===== src/rtl/kmcr_pkg.sv =====
`timescale 1ns / 1ps
package kmcr_pkg;

  localparam int ROWS = 6;
  localparam int COLS = 4;

  localparam int COL_W = 2;
  localparam int ROW_W = 6;
  localparam int KEY_W = 5;

  localparam int TABLE_ROWS = 6;
  localparam int TABLE_COLS = 4;

  localparam int ROWS_USED = (ROWS < ROW_W) ? ROWS : ROW_W;
  localparam logic [ROW_W-1:0] ROW_MASK = ROW_W'((64'd1 << ROWS_USED) - 64'd1);
  localparam int ROW_IDX_W = $clog2(ROW_W);
  localparam int COL_IDX_W = (COLS > 1) ? $clog2(COLS) : 1;

  typedef struct packed {
    logic             used;
    logic [KEY_W-1:0] id;
  } slot_t;

  localparam slot_t KEY_TABLE [TABLE_ROWS][TABLE_COLS] = '{
    '{'{1'b0, 5'd0},  '{1'b0, 5'd0},  '{1'b0, 5'd0},  '{1'b1, 5'd0}},
    '{'{1'b1, 5'd1},  '{1'b1, 5'd2},  '{1'b1, 5'd3},  '{1'b1, 5'd4}},
    '{'{1'b1, 5'd5},  '{1'b1, 5'd6},  '{1'b1, 5'd7},  '{1'b0, 5'd0}},
    '{'{1'b1, 5'd8},  '{1'b1, 5'd9},  '{1'b1, 5'd10}, '{1'b1, 5'd11}},
    '{'{1'b1, 5'd12}, '{1'b1, 5'd13}, '{1'b1, 5'd14}, '{1'b0, 5'd0}},
    '{'{1'b1, 5'd15}, '{1'b1, 5'd16}, '{1'b0, 5'd0},  '{1'b1, 5'd17}}
  };

  // positions outside the table are unused
  function automatic slot_t key_lookup(input int row, input int col);
    slot_t s;
    s = '0;
    if (row < TABLE_ROWS && col < TABLE_COLS) begin
      s = KEY_TABLE[row][col];
    end
    return s;
  endfunction

  typedef struct packed {
    logic load;
    logic step;
  } dp_cmd_t;

  typedef struct packed {
    logic pend_empty;
    logic pend_one;
  } dp_status_t;

endpackage


===== src/rtl/kmcr_scan_if.sv =====
`timescale 1ns / 1ps
interface kmcr_scan_if
  import kmcr_pkg::*;
();
  logic             valid;
  logic             ready;
  logic [COL_W-1:0] column;
  logic [ROW_W-1:0] row_sample;

  modport source (output valid, output column, output row_sample, input ready);
  modport sink (input valid, input column, input row_sample, output ready);
endinterface


===== src/rtl/kmcr_report_if.sv =====
`timescale 1ns / 1ps
interface kmcr_report_if
  import kmcr_pkg::*;
();
  logic             valid;
  logic             ready;
  logic [KEY_W-1:0] key_id;
  logic             pressed;
  logic             last_event;

  modport source (output valid, output key_id, output pressed, output last_event, input ready);
  modport sink (input valid, input key_id, input pressed, input last_event, output ready);
endinterface


===== src/rtl/key_matrix_change_reporter.sv =====
`timescale 1ns / 1ps
// The scan transaction loads the pending-row store, and the first event of a
// column is then registered in the output register. Throughput: one event per
// cycle while report.ready is high, through the single-event output register;
// a column gives at most five events. The next column is taken on the last event.
// Reset (rst, synchronous): previous-row store cleared, no event pending.
module key_matrix_change_reporter
  import kmcr_pkg::*;
(
  input logic         clk,
  input logic         rst,
  kmcr_scan_if.sink   scan,
  kmcr_report_if.source report
);

  dp_cmd_t    cmd;
  dp_status_t status;

  kmcr_ctrl u_ctrl (
    .clk          (clk),
    .rst          (rst),
    .scan_valid   (scan.valid),
    .scan_ready   (scan.ready),
    .report_valid (report.valid),
    .report_ready (report.ready),
    .status       (status),
    .cmd          (cmd)
  );

  kmcr_datapath u_datapath (
    .clk        (clk),
    .rst        (rst),
    .cmd        (cmd),
    .status     (status),
    .column     (scan.column),
    .row_sample (scan.row_sample),
    .key_id     (report.key_id),
    .pressed    (report.pressed),
    .last_event (report.last_event)
  );

endmodule


===== src/rtl/kmcr_datapath.sv =====
`timescale 1ns / 1ps
module kmcr_datapath
  import kmcr_pkg::*;
(
  input  logic             clk,
  input  logic             rst,
  input  dp_cmd_t          cmd,
  output dp_status_t       status,
  input  logic [COL_W-1:0] column,
  input  logic [ROW_W-1:0] row_sample,
  output logic [KEY_W-1:0] key_id,
  output logic             pressed,
  output logic             last_event
);

  logic [ROW_W-1:0]     prev_rows [COLS];
  logic [ROW_W-1:0]     pending;
  logic [ROW_W-1:0]     now_bits;
  logic [COL_W-1:0]     cur_col;

  logic [ROW_W-1:0]     now_in;
  logic [ROW_W-1:0]     used_mask;
  logic [ROW_W-1:0]     changed;
  logic                 col_ok;
  logic [COL_IDX_W-1:0] col_idx;
  logic [ROW_IDX_W-1:0] sel;
  slot_t                sel_slot;

  assign col_ok  = 32'(column) < COLS;
  assign col_idx = COL_IDX_W'(column);
  assign now_in  = row_sample & ROW_MASK;
  assign changed = (prev_rows[col_idx] ^ now_in) & ROW_MASK;

  always_comb begin
    for (int r = 0; r < ROW_W; r++) begin
      used_mask[r] = key_lookup(r, int'(column)).used;
    end
  end

  // lowest pending row
  always_comb begin
    sel = '0;
    for (int r = ROW_W - 1; r >= 0; r--) begin
      if (pending[r]) begin
        sel = ROW_IDX_W'(r);
      end
    end
  end

  assign sel_slot = key_lookup(int'(sel), int'(cur_col));

  assign status.pend_empty = (pending == '0);
  assign status.pend_one   = (pending != '0) && ((pending & (pending - 1'b1)) == '0);

  always_ff @(posedge clk) begin
    if (rst) begin
      for (int c = 0; c < COLS; c++) begin
        prev_rows[c] <= '0;
      end
      pending <= '0;
    end else if (cmd.load) begin
      if (col_ok) begin
        prev_rows[col_idx] <= now_in;
        pending            <= changed & used_mask;
      end else begin
        pending <= '0;
      end
    end else if (cmd.step) begin
      pending[sel] <= 1'b0;
    end
  end

  always_ff @(posedge clk) begin
    if (cmd.load) begin
      now_bits <= now_in;
      cur_col  <= column;
    end
    if (cmd.step) begin
      key_id     <= sel_slot.id;
      pressed    <= now_bits[sel];
      last_event <= status.pend_one;
    end
  end

endmodule


===== src/rtl/kmcr_ctrl.sv =====
`timescale 1ns / 1ps
module kmcr_ctrl
  import kmcr_pkg::*;
(
  input  logic       clk,
  input  logic       rst,
  input  logic       scan_valid,
  output logic       scan_ready,
  output logic       report_valid,
  input  logic       report_ready,
  input  dp_status_t status,
  output dp_cmd_t    cmd
);

  typedef enum logic {IDLE, EMIT} state_t;

  state_t state;
  logic   advance;
  logic   finishing;

  assign advance    = (state == EMIT) && !status.pend_empty && (!report_valid || report_ready);
  assign finishing  = (state == EMIT) && (status.pend_empty || (advance && status.pend_one));
  assign scan_ready = (state == IDLE) || finishing;
  assign cmd.load   = scan_valid && scan_ready;
  assign cmd.step   = advance;

  always_ff @(posedge clk) begin
    if (rst) begin
      state        <= IDLE;
      report_valid <= 1'b0;
    end else begin
      if (cmd.load) begin
        state <= EMIT;
      end else if (finishing) begin
        state <= IDLE;
      end
      if (advance) begin
        report_valid <= 1'b1;
      end else if (report_ready) begin
        report_valid <= 1'b0;
      end
    end
  end

endmodule


===== src/flat_wrapper.sv =====
// flat-port wrapper written by rule: the top's interface ports become plain ports
module key_matrix_change_reporter_flat import kmcr_pkg::*;
  (clk, rst, scan_valid, scan_column, scan_row_sample, scan_ready, report_valid, report_key_id, report_pressed, report_last_event, report_ready);
  kmcr_scan_if scan_i ();
  kmcr_report_if report_i ();
  input logic clk;
  input logic rst;
  input wire logic [$bits(scan_i.valid)-1:0] scan_valid;
  input wire logic [$bits(scan_i.column)-1:0] scan_column;
  input wire logic [$bits(scan_i.row_sample)-1:0] scan_row_sample;
  output wire logic [$bits(scan_i.ready)-1:0] scan_ready;
  output wire logic [$bits(report_i.valid)-1:0] report_valid;
  output wire logic [$bits(report_i.key_id)-1:0] report_key_id;
  output wire logic [$bits(report_i.pressed)-1:0] report_pressed;
  output wire logic [$bits(report_i.last_event)-1:0] report_last_event;
  input wire logic [$bits(report_i.ready)-1:0] report_ready;
  assign scan_i.valid = scan_valid;
  assign scan_i.column = scan_column;
  assign scan_i.row_sample = scan_row_sample;
  assign scan_ready = scan_i.ready;
  assign report_valid = report_i.valid;
  assign report_key_id = report_i.key_id;
  assign report_pressed = report_i.pressed;
  assign report_last_event = report_i.last_event;
  assign report_i.ready = report_ready;
  key_matrix_change_reporter u_core (.clk(clk), .rst(rst), .scan(scan_i), .report(report_i));
endmodule

===== config.mk =====
export PLATFORM = sky130hd
export DESIGN_NAME = key_matrix_change_reporter_flat
export DESIGN_NICKNAME = d
export VERILOG_FILES = /design/src/rtl/kmcr_pkg.sv /design/src/rtl/kmcr_scan_if.sv /design/src/rtl/kmcr_report_if.sv /design/src/rtl/key_matrix_change_reporter.sv /design/src/rtl/kmcr_datapath.sv /design/src/rtl/kmcr_ctrl.sv /design/src/flat_wrapper.sv
export SDC_FILE = /design/constraint.sdc
export NUM_CORES = 1
export LEC_CHECK = 0
export BUFFER_PORTS_ARGS = -buffer_cell sky130_fd_sc_hd__buf_2
export CAP_MARGIN = 20
export CORE_MARGIN = 3
export CORE_UTILIZATION = 58
export DETAILED_ROUTE_END_ITERATION = 16
export PLACE_DENSITY_LB_ADDON = 0.15
export SLEW_MARGIN = 15
export SYNTH_ARGS = -nofsm -noshare
export SYNTH_HDL_FRONTEND = slang
export SYNTH_SLANG_ARGS = --single-unit

===== constraint.sdc =====
create_clock -name clk -period 3.2 [get_ports clk]
set_input_delay 0.32 -clock clk [delete_from_list [all_inputs] [get_ports clk]]
set_output_delay 0.32 -clock clk [all_outputs]
set_load 0.01 [all_outputs]

* Word-level counts from Yosys, hierarchy flattened *
Memory sizes are Yosys's and may differ from the RTL's.
Cells that the tools add are included.

storage, ports and cells
  flip-flop bits (word level) = 23
  bits in latches = 0
  RAM bits = 24
  bits in read-only memories = 192
  input bits = 12
  output and inout bits = 9
  word-level logic and storage cells = 92
  memories kept = 2

memory list
  name                         depth  bits a word  rd ports  clocked after Yosys merged registers in  wr ports  RTL line             source
  (no name shown)              8      24           1         0                                        0         kmcr_pkg.sv:38       s = KEY_TABLE[row][col];
  u_core.u_datapath.prev_rows  4      6            1         0                                        4         kmcr_datapath.sv:16  logic [ROW_W-1:0] prev_rows [COLS];

operators by class
  $add $sub $neg = 1
  $mul = 0
  div/mod/pow operators = 0
  $lt $le $gt $ge = 6
  equal/unequal tests = 0
  shift operators = 0
  multiplexer cells = 47
  bitwise operators = 9
  reductions and logical operators = 19

operator list
  cell                   count
  $mux W6                15
  $bmux W6 S2            7
  $ge A32 B3 Y1 const B  2
  $not A2 Y32            2
  $mux W24               2
  $ge A32 B4 Y1 const B  1
  $not A3 Y32            1
  $and A6 B6 Y6          3
  $mux W3                6
  $logic_not A6 Y1       2
  $mux W1                12
  $mux W5                2
  $logic_and A1 B1 Y1    7
  $not A6 Y6             1
  $reduce_bool A2 Y1     3
  $reduce_bool A6 Y1     1
  $reduce_or A6 Y1       1
  $sub A6 B1 Y6 const B  1
  $xor A6 B6 Y6          1
  $lt A3 B4 Y1 const B   1
  $bmux W1 S3            1
  $demux W1 S3           1
  $ge A3 B1 Y1 const B   1
  $logic_or A1 B1 Y1     3
  other kinds (4)        5

* Depth between registers and ports, before layout *
Gate-level depths: netlist of run 1.

  depth in word-level cells = 14
  depth in mapped cells = 8
  depth with buffers taken out = 7

* Modules after synthesis *
From an unflattened synthesis of run 1, not the netlist that was laid out.

second synthesis, totals
  cells, all modules = 183
  area total of the unflattened synthesis = 2230.9 sq um

modules (own cells, without submodules)
  module         times used  cells an instance  area each (sq um)  seq. area each (sq um)
  kmcr_datapath  1           172                2115.8             1141.1
  kmcr_ctrl      1           11                 115.1              40.0

* Least setup slack after synthesis of run 1 *
Ideal clock, no wire load.

  path kind = register to register
  start point = register u_core.u_datapath.pending[3]
  end point = memory u_core.u_datapath.prev_rows[0][1], enable pin
  setup time = 0.310 ns
  arrival time = 2.021 ns
  data required time = 2.890 ns
  path slack = 0.868 ns
  stages on the path, launching flop included = 8
  buffers on the path = 1
  period minus slack after synthesis = 2.332 ns
  cells stage by stage = dfxtp_1 -> buf_2 -> or3_4 -> or4b_1 -> o311a_2 -> a21o_1 -> clkinv_2 -> a21o_1

RTL lines
  what                    RTL line             source
  start, declared         kmcr_datapath.sv:17  logic [ROW_W-1:0] pending;
  start signal, assigned  kmcr_datapath.sv:64  pending <= changed & used_mask;
  end, declared           kmcr_datapath.sv:16

==> results.md, run 1 <==
* Status: finished clean
* Initial antenna violation count at 0
* Area Overhead vs Synth at 8.04%
* Post-synth cell types at 43
* Hold_buf cts at 0
* Setup Fix Bufs, Post-CTS at 0
* Leak at roughly 0.00097 uW
* Fin crit share at 78.4%
* Clock Path Buffers at 2
* Asr flop ratio synth at 0%
* Critical Path Sink Type: flop
* Fillers at 282
* DR vias/cell at 5.72
* End of the worst hold path: u_core.u_datapath.now_bits[0]
* Antenna Violating Nets Remaining at 0
* Fin. Hold Viols at 0
* CP required at 3190 ps
* Reg2Reg Launch Point: u_core.u_datapath.pending[2]
* Post-synthesis mux area share at slightly above 7%
* XOR/XNOR Fraction of Synth Area at 4.46%
* Placed Area at between 0.002 and 0.0025 sq mm
* Synth Area in Simple Gates at roughly 16%
* Total CTS buffers at 5
* Pin count of the biggest net entering global routing at 19
* Cells after synthesis at 188
* Register area share after synthesis at 53.2%
* Warnings from Yosys at 0
* Area of the multi-input gates at 922 sq um
* Root buf cell: clkbuf_8
* Ports at 21
* Final Max Tran Viols at 0
* Antenna diodes at 0
* Commonest non-fill, non-tap cell in the layout: edfxtp_1
* Layout Skew at between 6 and 7 ps
* Post-synth EDFFs at 33
* R2R depth at 6
* Synthesized Nets at 204
* Commonest non-fill, non-tap cells in the layout: edfxtp_1, buf_2, and3_1
* GRT Overall Usage at about a fifth
* Startpoint type of the worst setup path: flop
* Setup Crit Path Kind: flop to flop
* Power Dens Cells at 533 mW/mm^2
* Cells on Worst Hold Path at 1
* Reg-to-Reg End: u_core.u_datapath.prev_rows[0][5]
* FF+latch count, synth at 41
* First-pass DRT Iterations at 4
* Layout cells sized above 1 at between 10% and 20%
* R2R Setup Slk at 690 ps
* Die H at 67.1 um
* Die area at around 0.0045 sq mm
* Synth Area per Inst at around 12 sq um
* Initial DRC count at just under 90
* Register Area at 0.00115 sq mm
* Setup TNS at 0 ps
* Hold path startpoint: scan_row_sample[0]
* Clock sink total at 41
* Fin area at 0.00234 sq mm
* Slew HR at ~57%
* Worst-path clk slew at ~80 ps
* Initial Utilization at 62.3%
* Vias in the first global route at between 1k and 1.5k
* Wire per inst at 15.8 um
* H-tree depth at 2
* HPWL after DPL at around 2900 um
* TritonCTS clock tree: built
* Final setup fails at 0
* GP Congestion at 0.894
* Residual DRC at 0
* Largest family of logic cells by synthesized area: simple AND/OR/NAND/NOR gates
* First-pass GRT wire length at 6460 um
* PortBufs at 20
* Primary FF master, synth: edfxtp_1
* Pre-CTS worst setup slack at roughly 700 ps
* Cell Rows at 21
* Critical Path Fanout Max at 14
* Clock Latency Late Sink at just under 300 ps
* Min-delay worst type: input port to flop
* Post-synthesis compound-gate area fraction at 12.2%
* DR vias at 1436
* Nets at 220
* GRT overflow at 0
* Min Tclk post-route at 2510 ps
* Worst Setup Slack, final at around 690 ps
* Post_cts resized at 0
* RSZ-0062 raised after global routing: no
* Chip width at 67.1 um
* CORE AREA at 0.00347 sq mm
* Fmax at approximately 400 MHz
* Arr. time, crit path at 2500 ps
* Total Wirelength at 3960 um
* Maxcap violations at 0
* Worst-Margin Slew at 639 ps
* Maximum vdd ir drop at approximately 0.33 mV
* Mapped cell area at approximately 0.0022 sq mm
* Synth Area in Adders at 2.78%
-- metal layers --
layer  track usage (%)  up-vias  routed length, um
li1                  -      724                  -
met2              33.9       34               1970
met4              8.35        0                 59
met3              5.56        7                194
met5                 0        -                  0
met1              24.3      671               1740
-- final cells by class --
| type | instances | area share (%) |
|---|---|---|
| multi-input combinational | 130 | 39.5 |
| tap | 46 | 2.46 |
| inverter | 6 | 1.02 |
| clock buffer | 5 | 2.95 |
| clock inverter | 3 | 0.536 |
| timing repair buffer | 20 | 4.28 |
| sequential | 41 | 49.3 |
-- where the power goes --
part / internal (uW) / switching, uW
combinational: 110 / 157
sequential: 632 / 30.7
clock: 147 / 168
-- worst max-delay path by stage --
stage	from	to	slack [ps]	depth (start not counted)
floorplan	u_core.u_datapath.pending[3]	u_core.u_datapath.prev_rows[0][1]	870	7
global placement	u_core.u_datapath.pending[2]	u_core.u_datapath.prev_rows[1][2]	790	6
detailed placement	u_core.u_datapath.pending[2]	u_core.u_datapath.prev_rows[0][1]	720	6
CTS	u_core.u_datapath.pending[2]	u_core.u_datapath.prev_rows[0][5]	700	6
global route	u_core.u_datapath.pending[2]	u_core.u_datapath.prev_rows[0][2]	590	6
finish	u_core.u_datapath.pending[2]	u_core.u_datapath.prev_rows[0][5]	690	6
-- cells by family (layout without fill, tap and decap cells) --
family,after synthesis,after routing
AO/OA/AOI/OAI,37,37
XOR/XNOR,11,11
adder cells (fa/ha/maj),5,5
buffers and inverters,17,34
flip-flops,41,41
multiplexers,13,13
AND/OR/NAND/NOR,64,64
-- critical path: stages, from the launching register on --
cell	delay, ps
dfxtp_1	400
or3_4	430
or4b_1	470
o311a_2	160
a21o_1	250
clkinv_2	230
a21o_1	260
-- cell usage after synthesis, types with 5 or more instances --
cell       n  area share [%]
nor2b_1    5             1.4
clkbuf_1   7             1.2
mux2i_1   10             4.6
xor2_1     5             2.0
nor2_1    12             2.1
edfxtp_1  33              46
o21ai_1    6             1.4
nand2_1   10             1.7
xnor2_1    6             2.4
inv_1      5            0.87
nand3_1    6             1.4
and3_1    16             4.6
a21o_1     5             1.7
dfxtp_1    8             7.4
o211ai_1   5             1.7
-- flip-flops by register name (all words and copies together), names as in the netlist --
register and cells:
u_core.u_ctrl.report_valid 1, u_core.u_datapath.now_bits 6, u_core.u_ctrl.state 1, u_core.u_datapath.pending 6, u_core.u_datapath.cur_col 2, u_core.u_datapath.key_id 5
u_core.u_datapath.prev_rows 18, u_core.u_datapath.last_event 1, u_core.u_datapath.pressed 1
-- per-stage QoR --
step	power (uW)	util [%]	std cells	hold WS (ps)
6_report	1240	67.4	251	239
4_1_cts	1250	67.4	251	240
2_1_floorplan	874	-	188	419
5_1_grt	1320	67.4	251	230
3_5_place_dp	941	65.0	243	540
3_3_place_gp	928	65.0	243	544
(Power assumes the default switching activity.)
==> run 2: changes to the inputs <==
--- a/config.mk
+++ b/config.mk
@@ -8,7 +8,7 @@
 export BUFFER_PORTS_ARGS = -buffer_cell sky130_fd_sc_hd__buf_2
 export CAP_MARGIN = 20
 export CORE_MARGIN = 3
-export CORE_UTILIZATION = 58
+export CORE_UTILIZATION = 52
 export DETAILED_ROUTE_END_ITERATION = 16
 export PLACE_DENSITY_LB_ADDON = 0.15
 export SLEW_MARGIN = 15
==> constraint.sdc (replaced) <==
create_clock -name clk -period 2.28 [get_ports clk]
set_input_delay 0.228 -clock clk [delete_from_list [all_inputs] [get_ports clk]]
set_output_delay 0.228 -clock clk [all_outputs]
set_load 0.01 [all_outputs]
==> results.md, run 2 (synthesis gave the netlist of run 1 again) <==
* Status: finished clean
* Cell Rows at 22 (+4.8%)
* Placed Area at 0.00235 sq mm (+4.3%)
* Fmax at 452 MHz
* Worst-Margin Slew at 497 ps (-143 ps)
* Clock Path Buffers at 2 (unchanged)
* RSZ-0062 raised after global routing: no
* Area Overhead vs Synth at 13.9%
* Top reg by flops: u_core.u_datapath.prev_rows
* Area of the multi-input gates at 936 sq um (+1.5%)
* First-pass DRT Iterations at 4 (unchanged)
* Antenna diodes at 0 (unchanged)
* Layout cells sized above 1 at 21.8% (+5.7 points)
* Worst-path clk slew at 70 ps (about the same)
* Arr. time, crit path at 1990 ps (-510 ps)
* Critical Path Fanout Max at 3 (-11)
* Power Dens Cells at 775 mW/mm^2 (+46%)
* Total CTS buffers at 5 (unchanged)
* Commonest non-fill, non-tap cell in the layout: edfxtp_1
* Clock sink total at 41 (unchanged)
* CP required at 2050 ps (-1140 ps)
* Max FFs per register at 18 (unchanged)
* Pin count of the biggest net entering global routing at 19 (unchanged)
* Maxcap violations at 0 (unchanged)
* Worst path max stage delay at 480 ps (about the same)
* CORE AREA at 0.00383 sq mm (+10%)
* Initial antenna violation count at 0 (unchanged)
* Clock Latency Late Sink at 290 ps (about the same)
* HPWL after DPL at 3190 um (+9.6%)
* CP max-delay cell: or4b_1
* Initial DRC count at 131 (+47%)
* Slew HR at 66.7% (+9.8 points)
* Largest regs: u_core.u_datapath.prev_rows (18), u_core.u_datapath.now_bits (6), u_core.u_datapath.pending (6)
* Total Wirelength at 4430 um (+12%)
* Layout Skew at 3.18 ps (-3.54 ps)
* Nets at 231 (+5.0%)
* Fin crit share at 97.1%
* Wire per inst at 16.8 um (+6.2%)
* Final setup fails at 0 (unchanged)
* Vias in the first global route at 1518 (+12%)
* Final Max Tran Viols at 0 (unchanged)
* Root buf cell: clkbuf_8
* Initial Utilization at 56.5% (-5.8 points)
* TritonCTS clock tree: built
* Ordered list of cells on the worst path: or3_4 -> or4b_1 -> o311a_2 -> nand2_2 -> a21o_1 -> buf_2
* H-tree depth at 2 (unchanged)
* Setup TNS at 0 ps (unchanged)
* Worst Setup Slack, final at 65.9 ps (-625 ps)
* Startpoint type of the worst setup path: flop
* Chip width at 70.5 um (+5.1%)
* Die H at 70.5 um (+5.1%)
* Residual DRC at 0 (unchanged)
* Min Tclk post-route at 2210 ps
* Commonest non-fill, non-tap cells in the layout: edfxtp_1, buf_2, and3_1
* Cell Count, Final, Fillers Out at 264 (+5.2%)
* Register Area at 0.00115 sq mm (unchanged)
* Ports at 21 (unchanged)
* Fin area at 0.00246 sq mm (+5.5%)
* Leak at 0.00104 uW (+6.8%)
* Fin. Hold Viols at 0 (unchanged)
* Die area at 0.00497 sq mm (+10%)
* Maximum vdd ir drop at 0.591 mV (+79%)
* Critical Path Sink Type: output port
* Cells after DPL at 256 (+5.3%)
* Setup Crit Path Kind: flop to output port
* Min-delay worst type: input port to flop
* Setup Fix Bufs, Post-CTS at 0 (unchanged)
* Pre-CTS worst setup slack at 47.2 ps (-668 ps)
* Antenna Violating Nets Remaining at 0 (unchanged)
* PortBufs at 20 (unchanged)
* Fillers at 295 (+4.6%)
* GRT Overall Usage at 19.1% (-1.1 points)
* First-pass GRT wire length at 7280 um (+13%)
* DR vias/cell at 5.76 (+0.64%)
* GP Congestion at 0.882 (-1.4%)
* DR vias at 1520 (+5.8%)
* GRT overflow at 0 (unchanged)
==> run 2: critical path: cells and delay by family (launching register included) <==
family	cells	cell delay [ps]
flops	1	310
simple gates	3	970
compound gates	2	290
buf+inv	1	120
==> run 2: power breakdown <==
group	switching [uW]	total, uW	leakage (uW)	internal (uW)
Combinational	253	438	0.000591	185
Sequential	28.2	915	0.000396	887
Clock	233	556	0.0000528	323
==> run 2: stage by stage <==
step | util, % | hold WS, ps | power (uW)
after floorplan | - | 327 | 1230
after global placement | 61.4 | 444 | 1340
after detailed placement | 61.4 | 455 | 1360
after CTS | 64.2 | 145 | 1920
after global routing | 64.4 | 143 | 2010
final | 64.4 | 155 | 1910
==> run 2: what timing repair did <==
action | in CTS | in global routing
resized for setup | 0 | 2
hold buffers | 0 | 0
endpoints found under the setup margin | 0 | 5
==> run 2: layout make-up <==
| cell class | count | share of cell area [%] |
|---|---|---|
| Inverter | 6 | 1.12 |
| Tap cell | 48 | 2.44 |
| Sequential cell | 41 | 46.7 |
| Clock inverter | 2 | 1.37 |
| Clock buffer | 6 | 2.95 |
| Multi-Input combinational cell | 130 | 38.0 |
| Timing Repair Buffer | 31 | 7.41 |
==> run 2: worst paths after layout <==
path	to	startpoint	depth (start not counted)	slack, ps
max	scan_ready	u_core.u_datapath.pending[2]	6	70
min	u_core.u_datapath.now_bits[0]	scan_row_sample[0]	1	150
max reg2reg	u_core.u_datapath.prev_rows[3][0]	u_core.u_datapath.pending[2]	6	80
min reg2reg	u_core.u_datapath.pressed	u_core.u_datapath.now_bits[4]	2	580
==> run 2: metal layers <==
metal  routed length [um]  GRT usage (%)  vias to the layer above
li1                     -              -                      746
met1                 1840           21.9                      730
met2                 2350           34.0                       36
met3                  168           4.60                        8
met4                   75           7.45                        0
met5                    0              0                        -
==> run 3: changes to the inputs <==
--- a/config.mk
+++ b/config.mk
@@ -8,7 +8,7 @@
 export BUFFER_PORTS_ARGS = -buffer_cell sky130_fd_sc_hd__buf_2
 export CAP_MARGIN = 20
 export CORE_MARGIN = 3
-export CORE_UTILIZATION = 52
+export CORE_UTILIZATION = 40
 export DETAILED_ROUTE_END_ITERATION = 16
 export PLACE_DENSITY_LB_ADDON = 0.15
 export SLEW_MARGIN = 15
==> results.md, run 3 (synthesis gave the netlist of run 1 again) <==
* Status: finished clean
* Min Tclk post-route at 2240 ps (+24.7 ps)
* Final setup fails at 0 (unchanged)
* Slew HR at 64.0% (-2.7 points)
* Total CTS buffers at 5 (unchanged)
* Fin. Hold Viols at 0 (unchanged)
* Final Max Tran Viols at 0 (unchanged)
* Clock Path Buffers at 2 (unchanged)
* Reg-to-Reg End: u_core.u_datapath.prev_rows[3][0]
* Cell Rows at 26 (+18%)
* Ordered list of cells on the worst path: or3_4 -> or4b_1 -> o311a_2 -> a21o_4 -> o21ai_1 -> buf_4
* Crit path max-delay family: simple AND/OR/NAND/NOR gates
* Initial DRC count at 113 (-14%)
* First-pass DRT Iterations at 4 (unchanged)
* Antenna Violating Nets Remaining at 0 (unchanged)
* Initial Utilization at 41.8% (-15 points)
* Setup Crit Path Kind: flop to flop
* Setup TNS at 0 ps (unchanged)
* Die H at 79.5 um (+13%)
* Largest regs: u_core.u_datapath.prev_rows (18), u_core.u_datapath.now_bits (6), u_core.u_datapath.pending (6)
* Maximum vdd ir drop at 0.345 mV (-42%)
* Worst setup endpoint: u_core.u_datapath.prev_rows[3][0]
* CORE AREA at 0.00517 sq mm (+35%)
* Pin count of the biggest net entering global routing at 19 (unchanged)
* Reg2Reg Launch Point: u_core.u_datapath.pending[2]
* CP max-delay cell: or4b_1
* Commonest non-fill, non-tap cell in the layout: edfxtp_1
* Critical Path Fanout Max at 5 (+2)
* CP required at 2300 ps (+250 ps)
* Clock sink total at 41 (unchanged)
* Worst-Margin Slew at 537 ps (+40.3 ps)
* PortBufs at 20 (unchanged)
* Layout Skew at 8.48 ps (+5.30 ps)
* Critical path depth in cells at 6 (unchanged)
* Root buf cell: clkbuf_8
* Maxcap violations at 0 (unchanged)
* H-tree depth at 2 (unchanged)
* Arr. time, crit path at 2260 ps (+270 ps)
* Total Wirelength at 4310 um (-2.6%)
* Max FFs per register at 18 (unchanged)
* R2R depth at 6 (unchanged)
* Worst Setup Slack, final at 41.2 ps (-24.7 ps)
* Fillers at 488 (+65%)
* Commonest non-fill, non-tap cells in the layout: edfxtp_1, buf_2, and3_1
* Pre-CTS worst setup slack at 42.7 ps (-4.47 ps)
* RSZ-0062 raised after global routing: yes
* Crit path buffers/inverters at 1 (unchanged)
* Nets at 231 (unchanged)
* GRT Overall Usage at 14.6% (-4.6 points)
* Residual DRC at 0 (unchanged)
* GRT overflow at 0 (unchanged)
* Worst-path clk slew at 80 ps (about the same)
* Worst path max stage delay at 470 ps (about the same)
* Min-delay worst type: input port to flop
* R2R Setup Slk at 40 ps (-40 ps)
* HPWL after DPL at 3240 um (+1.6%)
* Critical Path Sink Type: flop
* Fin crit share at 98.2% (+1.1 points)
* First-pass GRT wire length at 7000 um (-3.8%)
* Wire per inst at 15.1 um (-10%)
* Initial antenna violation count at 0 (unchanged)
* Clock Latency Late Sink at 290 ps (about the same)
* GP Congestion at 0.777 (-12%)
* Antenna diodes at 0 (unchanged)
* Setup Fix Bufs, Post-CTS at 0 (unchanged)
* Power Dens Cells at 769 mW/mm^2 (-0.71%)
* Die area at 0.00632 sq mm (+27%)
* Fmax at 447 MHz (-1.1%)
* Leak at 0.00104 uW (about the same)
* Vias in the first global route at 1432 (-5.7%)
* Layout cells sized above 1 at 23.6% (+1.9 points)
* DR vias/cell at 5.19 (-9.9%)
* Startpoint type of the worst setup path: flop
* DR vias at 1484 (-2.4%)
* Worst Setup SP: u_core.u_datapath.pending[2]
* Top reg by flops: u_core.u_datapath.prev_rows
* Ports at 21 (unchanged)
* Area Overhead vs Synth at 16.3%
* TritonCTS clock tree: built
* Chip width at 79.5 um (+13%)
## run 3: power breakdown
part / switching [uW] / internal [uW]
Clock: 260 / 328
Sequential: 27.2 / 886
Combinational: 247 / 188
## run 3: worst reg2reg max path, cell delays in order (launching register included)
cell and delay [ps]:
dfxtp_1 320, or3_4 390, or4b_1 470, o311a_2 170
a21o_4 260, o21ai_1 190, buf_4 170
## run 3: per-stage QoR
| step | area (sq um) | hold slack, ps | utilization [%] | cells | total power (uW) |
|---|---|---|---|---|---|
| after floorplan | 2170 | 327 | - | 188 | 1230 |
| after global placement | 2380 | 454 | 46.0 | 278 | 1350 |
| after detailed placement | 2380 | 448 | 46.0 | 278 | 1360 |
| after CTS | 2500 | 139 | 48.3 | 286 | 1950 |
| after global routing | 2510 | 140 | 48.6 | 286 | 2030 |
| final | 2510 | 144 | 48.6 | 286 | 1930 |
## run 3: repair_timing
item | in CTS | in global routing
hold buffers | 0 | 0
endpoints found under the setup margin | 4 | 6
endpoints found under the hold margin | 0 | 0
gates resized for setup | 1 | 3
## run 3: final cells by class
cell class	instances	area, sq um	share of cell area (%)
clock buffer	5	68.8	2.74
clock inverter	3	46.3	1.84
inverter	6	27.5	1.09
multi-input combinational	130	951	37.8
sequential	41	1150	45.8
tap	70	87.6	3.48
timing repair buffer	31	183	7.26
## run 3: metal layers
metal / vias to the layer above / routed length (um) / GRT usage (%)
met3: 7 / 163 / 3.50
met4: 0 / 52 / 4.12
met5: - / 0 / 0
li1: 744 / - / -
met1: 706 / 1890 / 17.5
met2: 27 / 2200 / 25.8
## run 3: how the worst min path moves through the flow
stage	cells after the start	from	to	slack, ps
6_report	1	scan_row_sample[0]	u_core.u_datapath.now_bits[0]	140
5_1_grt	1	scan_row_sample[0]	u_core.u_datapath.now_bits[0]	140
4_1_cts	1	scan_row_sample[0]	u_core.u_datapath.now_bits[0]	140
3_5_place_dp	1	scan_row_sample[0]	u_core.u_datapath.now_bits[0]	450
3_3_place_gp	1	scan_row_sample[0]	u_core.u_datapath.now_bits[0]	450
2_1_floorplan	0	scan_column[0]	u_core.u_datapath.cur_col[0]	330
